[config.mk]
export PLATFORM = sky130hd
export DESIGN_NAME = kmst_ram
export DESIGN_NICKNAME = d
export VERILOG_FILES = /design/src/design/kmst_pkg.sv /design/src/design/kmst_ram.sv
export SDC_FILE = /design/constraint.sdc
export NUM_CORES = 1
export LEC_CHECK = 0
export ABC_CLOCK_PERIOD_IN_PS = 900
export BUFFER_PORTS_ARGS = -buffer_cell sky130_fd_sc_hd__clkbuf_2
export CORE_UTILIZATION = 44
export CTS_CLUSTER_DIAMETER = 60
export DETAILED_ROUTE_END_ITERATION = 6
export PLACE_DENSITY = 0.8
export SLEW_MARGIN = 20
export SYNTH_ARGS = -nofsm -noshare
export SYNTH_HDL_FRONTEND = slang
export SYNTH_SLANG_ARGS = --single-unit
[constraint.sdc]
create_clock -name clk -period 0.9 [get_ports clk]
set_clock_uncertainty 0.2 [all_clocks]
set_input_delay 0.045 -clock clk [delete_from_list [all_inputs] [get_ports clk]]
set_output_delay 0.045 -clock clk [all_outputs]
set_load 0.05 [all_outputs]
[src/design/kmst_pkg.sv]
package kmst_pkg;
  localparam int DEF_MAX_VERTICES = 32;
  localparam int DEF_MAX_EDGES    = 512;
  localparam int DEF_WEIGHT_BITS  = 16;
  localparam int VTX_BITS         = 5;
  localparam int CFG_BITS         = 6;
  localparam logic [CFG_BITS-1:0] VCOUNT_RESET = 6'd32;
endpackage

[src/design/kmst_ram.sv]
module kmst_ram import kmst_pkg::*; #(
  parameter int WIDTH = 8,
  parameter int DEPTH = 2,
  parameter int AW    = 1
) (
  input  logic             clk,
  input  logic             we,
  input  logic [AW-1:0]    waddr,
  input  logic [WIDTH-1:0] wdata,
  input  logic [AW-1:0]    raddr,
  output logic [WIDTH-1:0] rdata
);
  logic [WIDTH-1:0] mem [DEPTH];

  always_ff @(posedge clk) begin
    if (we) begin
      mem[waddr] <= wdata;
    end
    rdata <= mem[raddr];
  end
endmodule

Word-level counts from Yosys, hierarchy flattened
Memory sizes are Yosys's and may differ from the RTL's. A register that Yosys moved wholly into a read port is not among the register bits.
Index checks and enable logic that the tools add are counted.
{"block": "word_totals", "input_bits": 12, "n_memories": 1, "reg_bits": 0, "ram_bits": 16}
{"block": "classes", "mux": 2}
{"name": "mem", "depth": 2, "word_bits": 8, "read_ports": 1, "rd_ports_with_merged_regs": 1, "write_ports": 1, "line_no": "kmst_ram.sv:13", "rtl": "logic [WIDTH-1:0] mem [DEPTH];"}
{"cell": "1-bit two-way mux", "n": 2}

Logic depth before layout (Yosys ltp)
{"block": "logic_depth", "ltp_word": 2, "ltp_mapped": 2, "mapped_depth_nobuf": 1}

Least setup slack after synthesis
Ideal clock, no wire load.
{"block": "synth_path", "path_kind": "input port to flip-flop", "startpoint": "input we", "endpoint": "memory mem[0][0], enable pin", "path_buffers": 0, "setup_slack_ns": -0.138, "t_arrival_ns": 0.465, "t_required_ns": 0.327, "path_stages": 1, "path_cell_list": "nor2b_1"}
{"block": "synth_between", "elab_chain_cells": 2}
{"item": "start: declaration", "line_no": "kmst_ram.sv:7", "rtl": "input logic we,"}
{"item": "1-bit two-way mux", "line_no": "kmst_ram.sv:16", "rtl": "if (we) begin"}
{"item": "1-bit two-way mux (implied by the code)", "line_no": "kmst_ram.sv:17", "rtl": "mem[waddr] <= wdata;"}
{"item": "end: declaration", "line_no": "kmst_ram.sv:13"}
Every way passes these cells.

Final worst setup path
{"block": "layout_path", "startpoint": "register rdata[5], read port of mem", "endpoint": "output rdata[5]"}
{"item": "start: declaration", "line_no": "kmst_ram.sv:11", "rtl": "output logic [WIDTH-1:0] rdata"}
No word-level cell between the ends.

==> flow_summary.json <==
{
  "cts_inserted_buffers": 3,
  "vias_per_cell": 4.706,
  "wl_per_cell_um": 12.56,
  "critPathMaxStageDelay_ns": 0.35,
  "layout_commonest_cell": "edfxtp_1",
  "die_h_um": 44.23,
  "cp_top_family": "flip-flops",
  "ff2ff_path_depth": 1,
  "syn_area_sq_um": 784.5,
  "violations": "hold timing, setup timing",
  "antenna_cells": 0,
  "swShare_pct": 23.28,
  "max_freq_mhz": 963.0,
  "grt-ovfl-total": 0,
  "rsz0062_at_grt": "true",
  "syn_avg_cell_area_sq_um": 22.41,
  "critPathLaunchType": "register",
  "tns_ns": -1.462,
  "clk_latency_ns": 0.30,
  "worst_pin_slew_ns": 0.2825,
  "cts_hold_buffers": 8,
  "p_per_area_mw_per_mm2": 1889,
  "setup_violations": 16,
  "portBuffers": 19,
  "grt_first_pass_wirelength_um": 1738,
  "crit_path_max_fanout": 1,
  "cp.depth": 1,
  "worstPathArrival_ns": 0.79,
  "layout_common_cells": "edfxtp_1 (16), clkbuf_2 (11)",
  "grt_max_degree": 14,
  "slew_violations": 0,
  "design.portCount": 20,
  "synth_seq_area_share_pct": 81.66,
  "floorplan.initialDensity_pct": 49.76,
  "worstPathCellList": "buf_8",
  "area_delta_synth_final_pct": 42.42,
  "pwr-share-clk_pct": 21.0,
  "hold_violations": 8,
  "p_seq_share_pct": 61.7,
  "synth_nets": 47,
  "critPathSlowestCell": "dfxtp_2",
  "critPathBufInv": 1,
  "cts-root-buf": "clkbuf_4",
  "ys_seq_elements": 24,
  "drt_wl_total_um": 1068,
  "pwr-share-comb_pct": 17.3,
  "final.fill_count": 101,
  "design_area_sq_mm": 0.001117,
  "p_int_uw": 1619,
  "gp_congestion": 0.6462,
  "period_needed_ns": 1.038,
  "p_sw_uw": 491.2,
  "fin_nets": 82,
  "cts_tree": "built",
  "place_area_sq_um": 920.9,
  "drcViolationCount": 0,
  "ant_nets": 0,
  "post-route-period-util_pct": 115.4,
  "fin_hold_ws_ns": -0.01193,
  "first_global_vias": 393,
  "cp-endpoint": "rdata[5]",
  "clock_sinks": 24,
  "reg2reg_to": "rdata[3]",
  "layout-drive-gt1-share_pct": 62.32,
  "cts_setup_buffers": 0,
  "num_rows": 14,
  "synthCells": 35,
  "core_area_sq_mm": 0.001577,
  "critPathKind": "reg -> out",
  "reg2reg_from": "mem[1][3]",
  "via_count": 400,
  "clkTransAtPathRegs_ns": 0.12,
  "grt.total_usage_pct": 13.41,
  "p_leak_uw": 0.0004637,
  "end_kind": "output pin",
  "critPathRequiredTime_ns": 0.65,
  "dieArea_sq_mm": 0.001956,
  "synth_cell_types": 6,
  "clock_path_buffers": 2,
  "firstDrtPassIters": 6,
  "drv_cap": 0,
  "die_w_um": 44.23,
  "fin_ws_ns": -0.1384,
  "antenna_found_initial": 0,
  "ir_drop_v": 0.001031,
  "crit_start": "rdata[5]",
  "status": "finished with violations",
  "h-tree-depth": 1,
  "slew_headroom_pct": 81.16,
  "hold_path.class": "in -> reg",
  "drtIter0Drc": 11,
  "r2r_slack_ns": -0.07,
  "yosys_warnings": 0
}
## cells in the mapped netlist
library cell  number  share of area [%]
buf_6              1                1.4
edfxtp_1          16                 61
and2_1             1               0.80
nor2b_1            1               0.80
dfxtp_1            8                 20
mux2_4             8                 15
## metal layers
layer  up-vias  share of wire (%)  global-route usage [%]  wire length, um
li1        196                  -                       -                -
met3         0                4.9                   4.898               52
met1       187                 41                   15.43              434
met2        17                 54                   20.88              580
met5         -                  0                       0                0
met4         0                  0                   9.091                0
## registers in the layout (all words and copies together), names as in the netlist
register	count
mem	16
rdata	8
## power groups by stage
stage               Clock [uW]  Combinational [uW]  Sequential, uW
detailed placement           0                 271            1310
CTS                        469                 348            1290
finish                     442                 365            1300
floorplan                    0                76.6            1420
global placement             0                 267            1300
global route               516                 379            1310
## timing repair
item,in CTS,in global routing
cloned,0,0
pin swaps,0,0
hold endpoints to repair,30,11
resized for setup,23,9
endpoints found under the setup margin,16,16
## stage by stage
stage	power [uW]	worst slack (ns)	std cells	utilization, %	hold slack, ns
2_1_floorplan	1500	-0.01123	35	-	-0.05613
3_3_place_gp	1571	-0.03665	73	58.41	0.03482
5_1_grt	2206	-0.1842	85	70.87	-0.02635
4_1_cts	2111	-0.1715	85	70.16	-0.03124
6_report	2110	-0.1384	85	70.87	-0.01193
3_5_place_dp	1580	-0.05351	73	58.41	0.04230
## area by class of cell
cell class / instances / area [sq um] / area share (%)
Sequential cell: 24 / 650.6 / 58.23
Timing Repair Buffer: 31 / 285.3 / 25.53
Multi-Input combinational cell: 10 / 135.1 / 12.09
Clock buffer: 3 / 22.52 / 2.016
Tap cell: 16 / 20.02 / 1.792
Clock inverter: 1 / 3.754 / 0.3359
## how the worst min path moves through the flow
stage           endpoint  depth (start not counted)  startpoint  slack [ns]
4_1_cts        mem[0][5]                          3       waddr       -0.03
6_report       mem[0][5]                          3       waddr       -0.01
5_1_grt        mem[0][5]                          3       waddr       -0.03
3_5_place_dp   mem[0][6]                          1    wdata[6]        0.04
3_3_place_gp   mem[0][6]                          1    wdata[6]        0.03
2_1_floorplan  mem[0][0]                          0    wdata[0]       -0.06
## kinds of logic after synthesis
group / count (synthesis) / share of synthesized area (%)
flops: 24 / 81.66
mux: 8 / 15.31
simple gates: 2 / 1.596
buf+inv: 1 / 1.435
No activity file was read; power rests on OpenSTA's default activity.
