### config.mk
export PLATFORM = sky130hd
export DESIGN_NAME = kmst_forest
export DESIGN_NICKNAME = d
export VERILOG_FILES = /design/src/design/kmst_pkg.sv /design/src/design/kmst_forest.sv
export SDC_FILE = /design/constraint.sdc
export NUM_CORES = 1
export LEC_CHECK = 0
export BUFFER_PORTS_ARGS = -buffer_cell sky130_fd_sc_hd__buf_2
export CORE_MARGIN = 3
export CORE_UTILIZATION = 60
export DETAILED_ROUTE_END_ITERATION = 10
export GPL_TIMING_DRIVEN = 0
export HOLD_SLACK_MARGIN = 0.12
export PLACE_DENSITY_LB_ADDON = 0.08
export SETUP_SLACK_MARGIN = 0.2
export SLEW_MARGIN = 40
export SYNTH_ARGS = -nofsm -noshare
export SYNTH_HDL_FRONTEND = slang
export SYNTH_SLANG_ARGS = --single-unit
### constraint.sdc
create_clock -name clk -period 4.65 [get_ports clk]
set_input_delay 0.6975 -clock clk [delete_from_list [all_inputs] [get_ports clk]]
set_output_delay 0.6975 -clock clk [all_outputs]
set_load 0.02 [all_outputs]
### src/design/kmst_pkg.sv
package kmst_pkg;
  localparam int DEF_MAX_VERTICES = 32;
  localparam int DEF_MAX_EDGES    = 512;
  localparam int DEF_WEIGHT_BITS  = 16;
  localparam int VTX_BITS         = 5;
  localparam int CFG_BITS         = 6;
  localparam logic [CFG_BITS-1:0] VCOUNT_RESET = 6'd32;
endpackage

### src/design/kmst_forest.sv
module kmst_forest import kmst_pkg::*; #(
  parameter int MAX_VERTICES = DEF_MAX_VERTICES,
  parameter int VW = 5,
  parameter int FW = 7
) (
  input  logic                 clk,
  input  logic                 rst,
  input  logic                 clr,
  input  logic                 we,
  input  logic [VW-1:0]        waddr,
  input  logic signed [FW-1:0] wdata,
  input  logic [VW-1:0]        raddr,
  output logic signed [FW-1:0] rdata
);
  logic [FW-1:0] mem [MAX_VERTICES];
  logic [MAX_VERTICES-1:0] valid;
  logic [FW-1:0] mq;
  logic vq;

  always_ff @(posedge clk) begin
    if (we) begin
      mem[waddr] <= wdata;
    end
    mq <= mem[raddr];
  end

  always_ff @(posedge clk) begin
    if (rst || clr) begin
      valid <= '0;
      vq <= 1'b0;
    end else begin
      if (we) begin
        valid[waddr] <= 1'b1;
      end
      vq <= valid[raddr];
    end
  end

  // an untouched vertex is a root of size one
  assign rdata = vq ? $signed(mq) : {FW{1'b1}};
endmodule

**Word level (Yosys, flattened, before mapping)**

Memories as Yosys holds them, arrays and structs flattened. A register that Yosys moved wholly into a read port is not among the register bits.
Cells that the tools add are included.

- Output and inout bits: 7
- Logic and storage cells: 16
- Bits in registers: 33
- Memory bits (writable): 224
- Input port bits: 21
- Memories kept: 1

Memories:

| memory | words | bits a word | rd ports | clocked after memory_dff | wr ports | RTL line | text |
|---|---|---|---|---|---|---|---|
| mem | 32 | 7 | 1 | 1 | 1 | kmst_forest.sv:15 | `logic [FW-1:0] mem [MAX_VERTICES];` |

- Multiplexer cells: 7
- Magnitude comparators: 3
- Reduce and logical (&&, ||, !) cells: 2
- Bitwise logic cells: 1

Operators by type and width:

| kind | number |
|---|---|
| $or A32 B32 Y32 | 1 |
| $lt A5 B6 Y1 const B | 2 |
| $mux W7 | 1 |
| $bmux W1 S5 | 1 |
| $demux W1 S5 | 1 |
| $ge A5 B1 Y1 const B | 1 |
| $mux W1 | 4 |
| $logic_and A1 B1 Y1 | 1 |
| $logic_or A1 B1 Y1 | 1 |

**Logic depth before layout (Yosys ltp)**

Gate-level depths: netlist (run 1).

- Depth after elaboration: 5
- Depth in mapped cells: 6
- Gate-level depth less buffers: 4

**Least setup slack after synthesis (run 1)**

No wires, ideal clock.

- Kind: in2reg
- From: in raddr[1]
- To: reg mq[0], read port of mem
- Stages on the path: 5
- Arrival: 2.350 ns
- Setup time: 0.121 ns
- Setup slack: 2.179 ns
- Required time: 4.529 ns
- Path buffers: 2
- Cell sequence: clkbuf_1 -> clkbuf_1 -> mux4_2 -> mux4_2 -> mux2_2

RTL lines:

| item | RTL line | text |
|---|---|---|
| start: declaration | kmst_forest.sv:12 | `input logic [VW-1:0] raddr,` |
| end: declaration | kmst_forest.sv:17 | `logic [FW-1:0] mq;` |

==> impl_metrics.json, run 1 <==
{
  "run_status": "finished, final reports clean",
  "port_buffers": 24,
  "cts_buffers": 27,
  "clock_path_buffers": 3,
  "timing.rr.start": "mem[21][1]$_DFFE_PP_",
  "grt_max_degree": 33,
  "clockRootBuffer": "clkbuf_16",
  "p_per_area_nw_per_um2": 448.9,
  "path_cells": "clkbuf_1 -> clkbuf_1 -> mux4_2 -> mux4_2 -> mux2_2",
  "crit_fanout": 10,
  "postLayoutCellArea_sq_um": 11420,
  "die_h_um": 135.6,
  "rsz0062_at_grt": "false",
  "max-cap-violations": 0,
  "drt_iter0_markers": 460,
  "hold_start": "valid[19]$_SDFFE_PP0P_",
  "ys_warn_count": 0,
  "worstHoldPathType": "flop to flop",
  "io_pins": 28,
  "power.leakage_nw": 3.650,
  "ys_ff_latch": 264,
  "hold_violations": 0,
  "tightest_slew_ns": 0.8727,
  "cp.arrival_ns": 2.99,
  "slowest_stage": "clkbuf_1",
  "cts_tree": "built",
  "nFillCells": 993,
  "areaGrowthSynthToFinish_pct": 13.39,
  "grt_usage_pct": 23.30,
  "maxSlewHeadroom_pct": 41.60,
  "initial_utilization_pct": 62.28,
  "grt_antenna_before_repair": 0,
  "overflow": 0,
  "die_x_um": 135.6,
  "h-tree-depth": 1,
  "clk_latency_ns": 0.52,
  "maxSlewViolCount": 0,
  "core_sq_um": 16170,
  "post-route-drc-count": 0,
  "syn_area_sq_um": 10070,
  "period_minus_slack_ns": 2.594,
  "clk_pin_slew_worst_paths_ns": 0.06,
  "max_freq_mhz": 385.4,
  "stdcell_count": 759,
  "dp_hpwl_um": 13210,
  "holdBufCountCts": 0,
  "die-area_sq_um": 18380,
  "row_count": 46,
  "synth_nets": 491,
  "wirelength_um": 20370,
  "end_kind": "flop",
  "grt_pass1_wl_um": 30560,
  "clock_skew_ns": 0.007640,
  "num_antenna_cells": 0,
  "post_cts_resized": 0,
  "setup_tns_ns": 0,
  "clkSinkCount": 264,
  "layout.nets": 544,
  "ir_drop_uv": 312.1,
  "setup_viol": 0,
  "avgSynthCellArea_sq_um": 21.43,
  "placed_area_sq_um": 10470,
  "dp_cells": 710,
  "wire_per_inst_um": 26.84,
  "crit_path_max_incr_delay_ns": 0.67,
  "vias": 4810,
  "ant_nets": 0,
  "startpoint": "raddr[1]",
  "post-cts-setup-buffers": 0,
  "firstDrtPassIters": 4,
  "syn_inst": 470,
  "grt_pass1_vias": 4850,
  "finalCritPeriodShare_pct": 55.79,
  "routabilityCongestion": 0.8086,
  "vias_per_cell": 6.337,
  "synth-seq-area-share_pct": 74.73,
  "drive_above_1_share_pct": 31.12,
  "ys_types": 23,
  "crit_required_ns": 5.05,
  "path_class": "input pin to flop",
  "critPathLaunchType": "input pin"
}
-- flip-flops by register name (all words and copies together), names as in the netlist --
| name | cells |
|---|---|
| mem | 224 |
| vq | 1 |
| valid | 32 |
| mq | 7 |
-- critical path, delay by kind of cell --
kind / cells / cell delay [ns]
multiplexers: 3 / 1.27
buffers and inverters: 2 / 1.02
-- final cells by class --
class | count | area, sq um | share of cell area [%]
Tap cell | 216 | 270.3 | 2.366
Clock buffer | 34 | 721.9 | 6.321
Buffer | 23 | 131.4 | 1.150
Inverter | 1 | 3.754 | 0.03287
Clock inverter | 15 | 229.0 | 2.005
Timing Repair Buffer | 24 | 120.1 | 1.052
Sequential cell | 264 | 7527 | 65.91
Multi-Input combinational cell | 182 | 2417 | 21.17
-- Yosys cell counts, drive strengths merged --
cell type  number  area, sq um
mux4           77         1734
or3b            3        26.28
mux2i           2        20.02
or3             1        6.260
nand2           2        7.510
o21a           32        240.2
o221ai          1        8.760
nand2b          8        50.05
dfxtp          40        800.8
o211ai          1        7.510
or2             1        6.260
a31oi           2        12.51
mux2           10        112.6
clkbuf         14        52.55
nor2           34        127.6
inv             1        3.750
nand3           3        15.01
buf             9        76.32
edfxtp        224         6726
nand3b          5        37.54
-- metal layers --
layer	routed length (um)	vias to the layer above	track usage [%]
met5	0	-	0
met4	340	0	5.095
met1	8891	2528	36.54
met3	1462	28	4.123
met2	9679	203	35.43
li1	-	2051	-
-- path summary, 6_finish.rpt --
| check | slack, ns | end | cells past startpoint |
|---|---|---|---|
| min reg2reg | 0.46 | valid[19]$_SDFFE_PP0P_ | 1 |
| min | 0.46 | valid[19]$_SDFFE_PP0P_ | 1 |
| max | 2.06 | mq[0]$_DFF_P_ | 5 |
| max reg2reg | 2.81 | mq[1]$_DFF_P_ | 3 |
-- stage by stage --
step / util [%] / hold WS, ns / worst slack, ns / power [W]
3_3_place_gp: 64.69 / 0.4413 / 1.387 / 0.002895
5_1_grt: 70.62 / 0.4758 / 2.022 / 0.005265
3_5_place_dp: 64.71 / 0.4483 / 1.533 / 0.002904
2_1_floorplan: - / 0.4354 / 2.179 / 0.002802
6_report: 70.62 / 0.4645 / 2.056 / 0.005127
4_1_cts: 70.59 / 0.4654 / 2.064 / 0.005152
-- cell families after synthesis --
| group | after synthesis | synth area share, % |
|---|---|---|
| compound gates | 36 | 2.671 |
| flops | 264 | 74.73 |
| buf+inv | 24 | 1.317 |
| mux | 89 | 18.53 |
| simple gates | 57 | 2.745 |
-- power by group --
group,switching (W),internal (W),leakage (nW)
registers,0.00000892,0.00260,2.34
clock network,0.000844,0.00143,0.463
logic,0.000142,0.000103,0.844
-- layout by cell type (no fill, tap or decap), drive strengths merged, types with 2 or more instances in the layout --
cell type	Yosys	routed
a31oi	2	2
buf	9	33
bufinv	0	6
clkbuf	14	48
clkinv	0	7
clkinvlp	0	2
dfxtp	40	40
edfxtp	224	224
mux2	10	10
mux2i	2	2
mux4	77	77
nand2	2	2
nand2b	8	8
nand3	3	3
nand3b	5	5
nor2	34	34
o21a	32	32
or3b	3	3
Note: power is estimated with default switching activity, not from simulation.
==> run 2, diff against run 1 <==
Settings changed: CORE_UTILIZATION 60 to 55.
Clock period 4.65 ns to 2.2 ns, I/O delays scaled along.
==> impl_metrics.json, run 2 (synthesized netlist as in run 1, its figures left out) <==
{
  "run_status": "finished, final reports clean",
  "fin_ws_ns": 0.2124,
  "post-route-drc-count": 0,
  "crit_fanout": 10,
  "p_total_w": 0.01009,
  "num_antenna_cells": 0,
  "h-tree-depth": 1,
  "crit_path_frequent_cell": "mux4_2",
  "clkSinkCount": 264,
  "areaGrowthSynthToFinish_pct": 12.34,
  "met3_usage_pct": 4.146,
  "die_h_um": 141.3,
  "wire_per_inst_um": 27.79,
  "p_per_area_nw_per_um2": 891.8,
  "vias_per_cell": 6.301,
  "crit_path_max_incr_delay_ns": 0.52,
  "grt_pass1_vias": 4880,
  "clockRootBuffer": "clkbuf_16",
  "die_x_um": 141.3,
  "period_minus_slack_ns": 1.988,
  "ir_drop_uv": 744.1,
  "final_cell_mix": "224 x edfxtp_1, 77 x mux4_2, 40 x dfxtp_1",
  "grt_pass1_wl_um": 31600,
  "port_buffers": 24,
  "io_pins": 28,
  "path_cells": "clkbuf_1 -> clkbuf_2 -> mux4_2 -> mux4_2 -> mux2_2",
  "ant_nets": 0,
  "top_register": "mem",
  "cts_buffers": 26,
  "dp_hpwl_um": 13690,
  "critPathLaunchType": "input pin",
  "die-area_sq_um": 19970,
  "drt_iter0_markers": 449,
  "setup_viol": 0,
  "maxSlewHeadroom_pct": 45.16,
  "vias": 4833,
  "tightest_slew_ns": 0.8196,
  "core_sq_um": 17600,
  "slowest_stage": "mux4_2",
  "routabilityCongestion": 0.7989,
  "grt_usage_pct": 21.87,
  "row_count": 48,
  "firstDrtPassIters": 5,
  "initial_utilization_pct": 57.24,
  "dp_cells": 719,
  "cp.arrival_ns": 2.38,
  "clock_path_buffers": 3,
  "met2_usage_pct": 31.95,
  "worstHoldPathType": "input pin to flop",
  "cts_tree": "built",
  "power.leakage_nw": 3.582,
  "clk_pin_slew_worst_paths_ns": 0.06,
  "path_class": "input pin to flop",
  "clk_latency_ns": 0.52,
  "overflow": 0,
  "post-place-ws_ns": -0.3614,
  "crit_family": "multiplexers",
  "largestRegisters": "mem (224), valid (32), mq (7)",
  "stdcell_count": 767,
  "grt.busiest_layer": "met1",
  "largest_reg_flops": 224,
  "crit_required_ns": 2.59,
  "max-cap-violations": 0,
  "clock_skew_ns": 0.01770,
  "maxSlewViolCount": 0,
  "max_freq_mhz": 503.1,
  "finalCritPeriodShare_pct": 90.34,
  "hold_violations": 0,
  "rsz0062_at_grt": "false",
  "path_buf_inv": 2,
  "layout_commonest_cell": "edfxtp_1",
  "layout.nets": 543,
  "worst_hold_slack_ns": 0.1920,
  "grt_max_degree": 33,
  "drive_above_1_share_pct": 33.21,
  "end_kind": "flop",
  "met1_usage_pct": 34.65,
  "wirelength_um": 21310,
  "grt_antenna_before_repair": 0
}
-- run 2: cell count changes in the layout (fill, tap and decap cells not counted), sizes merged --
cell	delta
bufinv	-6
clkinv	+4
clkbuf	+1
buf	+2
clkinvlp	-2
-- run 2: final timing paths --
check	cells after the start	startpoint	end	slack, ns
worst max-delay path	5	raddr[1]	mq[0]$_DFF_P_	0.21
worst min-delay path	3	rst	valid[0]$_SDFFE_PP0P_	0.19
worst max register to register	3	mem[3][0]$_DFFE_PP_	mq[0]$_DFF_P_	0.36
worst min register to register	1	valid[6]$_SDFFE_PP0P_	valid[6]$_SDFFE_PP0P_	0.46
-- run 2: layout make-up --
cell class                 instances  area (sq um)
sequential                       264          7527
tap                              225         281.5
fill                            1188          6282
multi-input combinational        182          2460
clock buffer                      37         733.2
inverter                           1         3.754
timing repair buffer              24         120.1
buffer                            23         143.9
clock inverter                    11         45.04
-- run 2: metrics by stage --
stage	utilization (%)	setup TNS, ns	cell area, sq um
after floorplan	-	0	10080
after global placement	59.58	-4.794	10490
after detailed placement	59.68	-5.810	10500
after CTS	64.10	0	11280
after global routing	64.30	0	11310
final	64.30	0	11310
-- run 2: worst register-to-register path, stage by stage (launching register included) --
cell and delay, ns:
edfxtp_1 0.36, mux4_2 0.52, mux4_2 0.52, mux2_2 0.30
-- run 2: layer usage --
layer	vias up	routed length [um]
li1	2046	-
met1	2556	9293
met2	197	9930
met3	34	1642
met4	0	447
met5	-	0
-- run 2: timing repair --
action                                 4_1_cts  5_1_grt
hold buffers                                 0        0
gates resized for setup                      0        4
endpoints found under the hold margin        0        0
buffers inserted                             0        0
setup endpoints to repair                    0        7
-- run 2: where the power goes --
part	internal [W]	leakage, nW	total (W)	switching, W
Clock	0.00230	0.381	0.00405	0.00175
Combinational	0.000220	0.858	0.000528	0.000307
Sequential	0.00549	2.34	0.00551	0.0000174
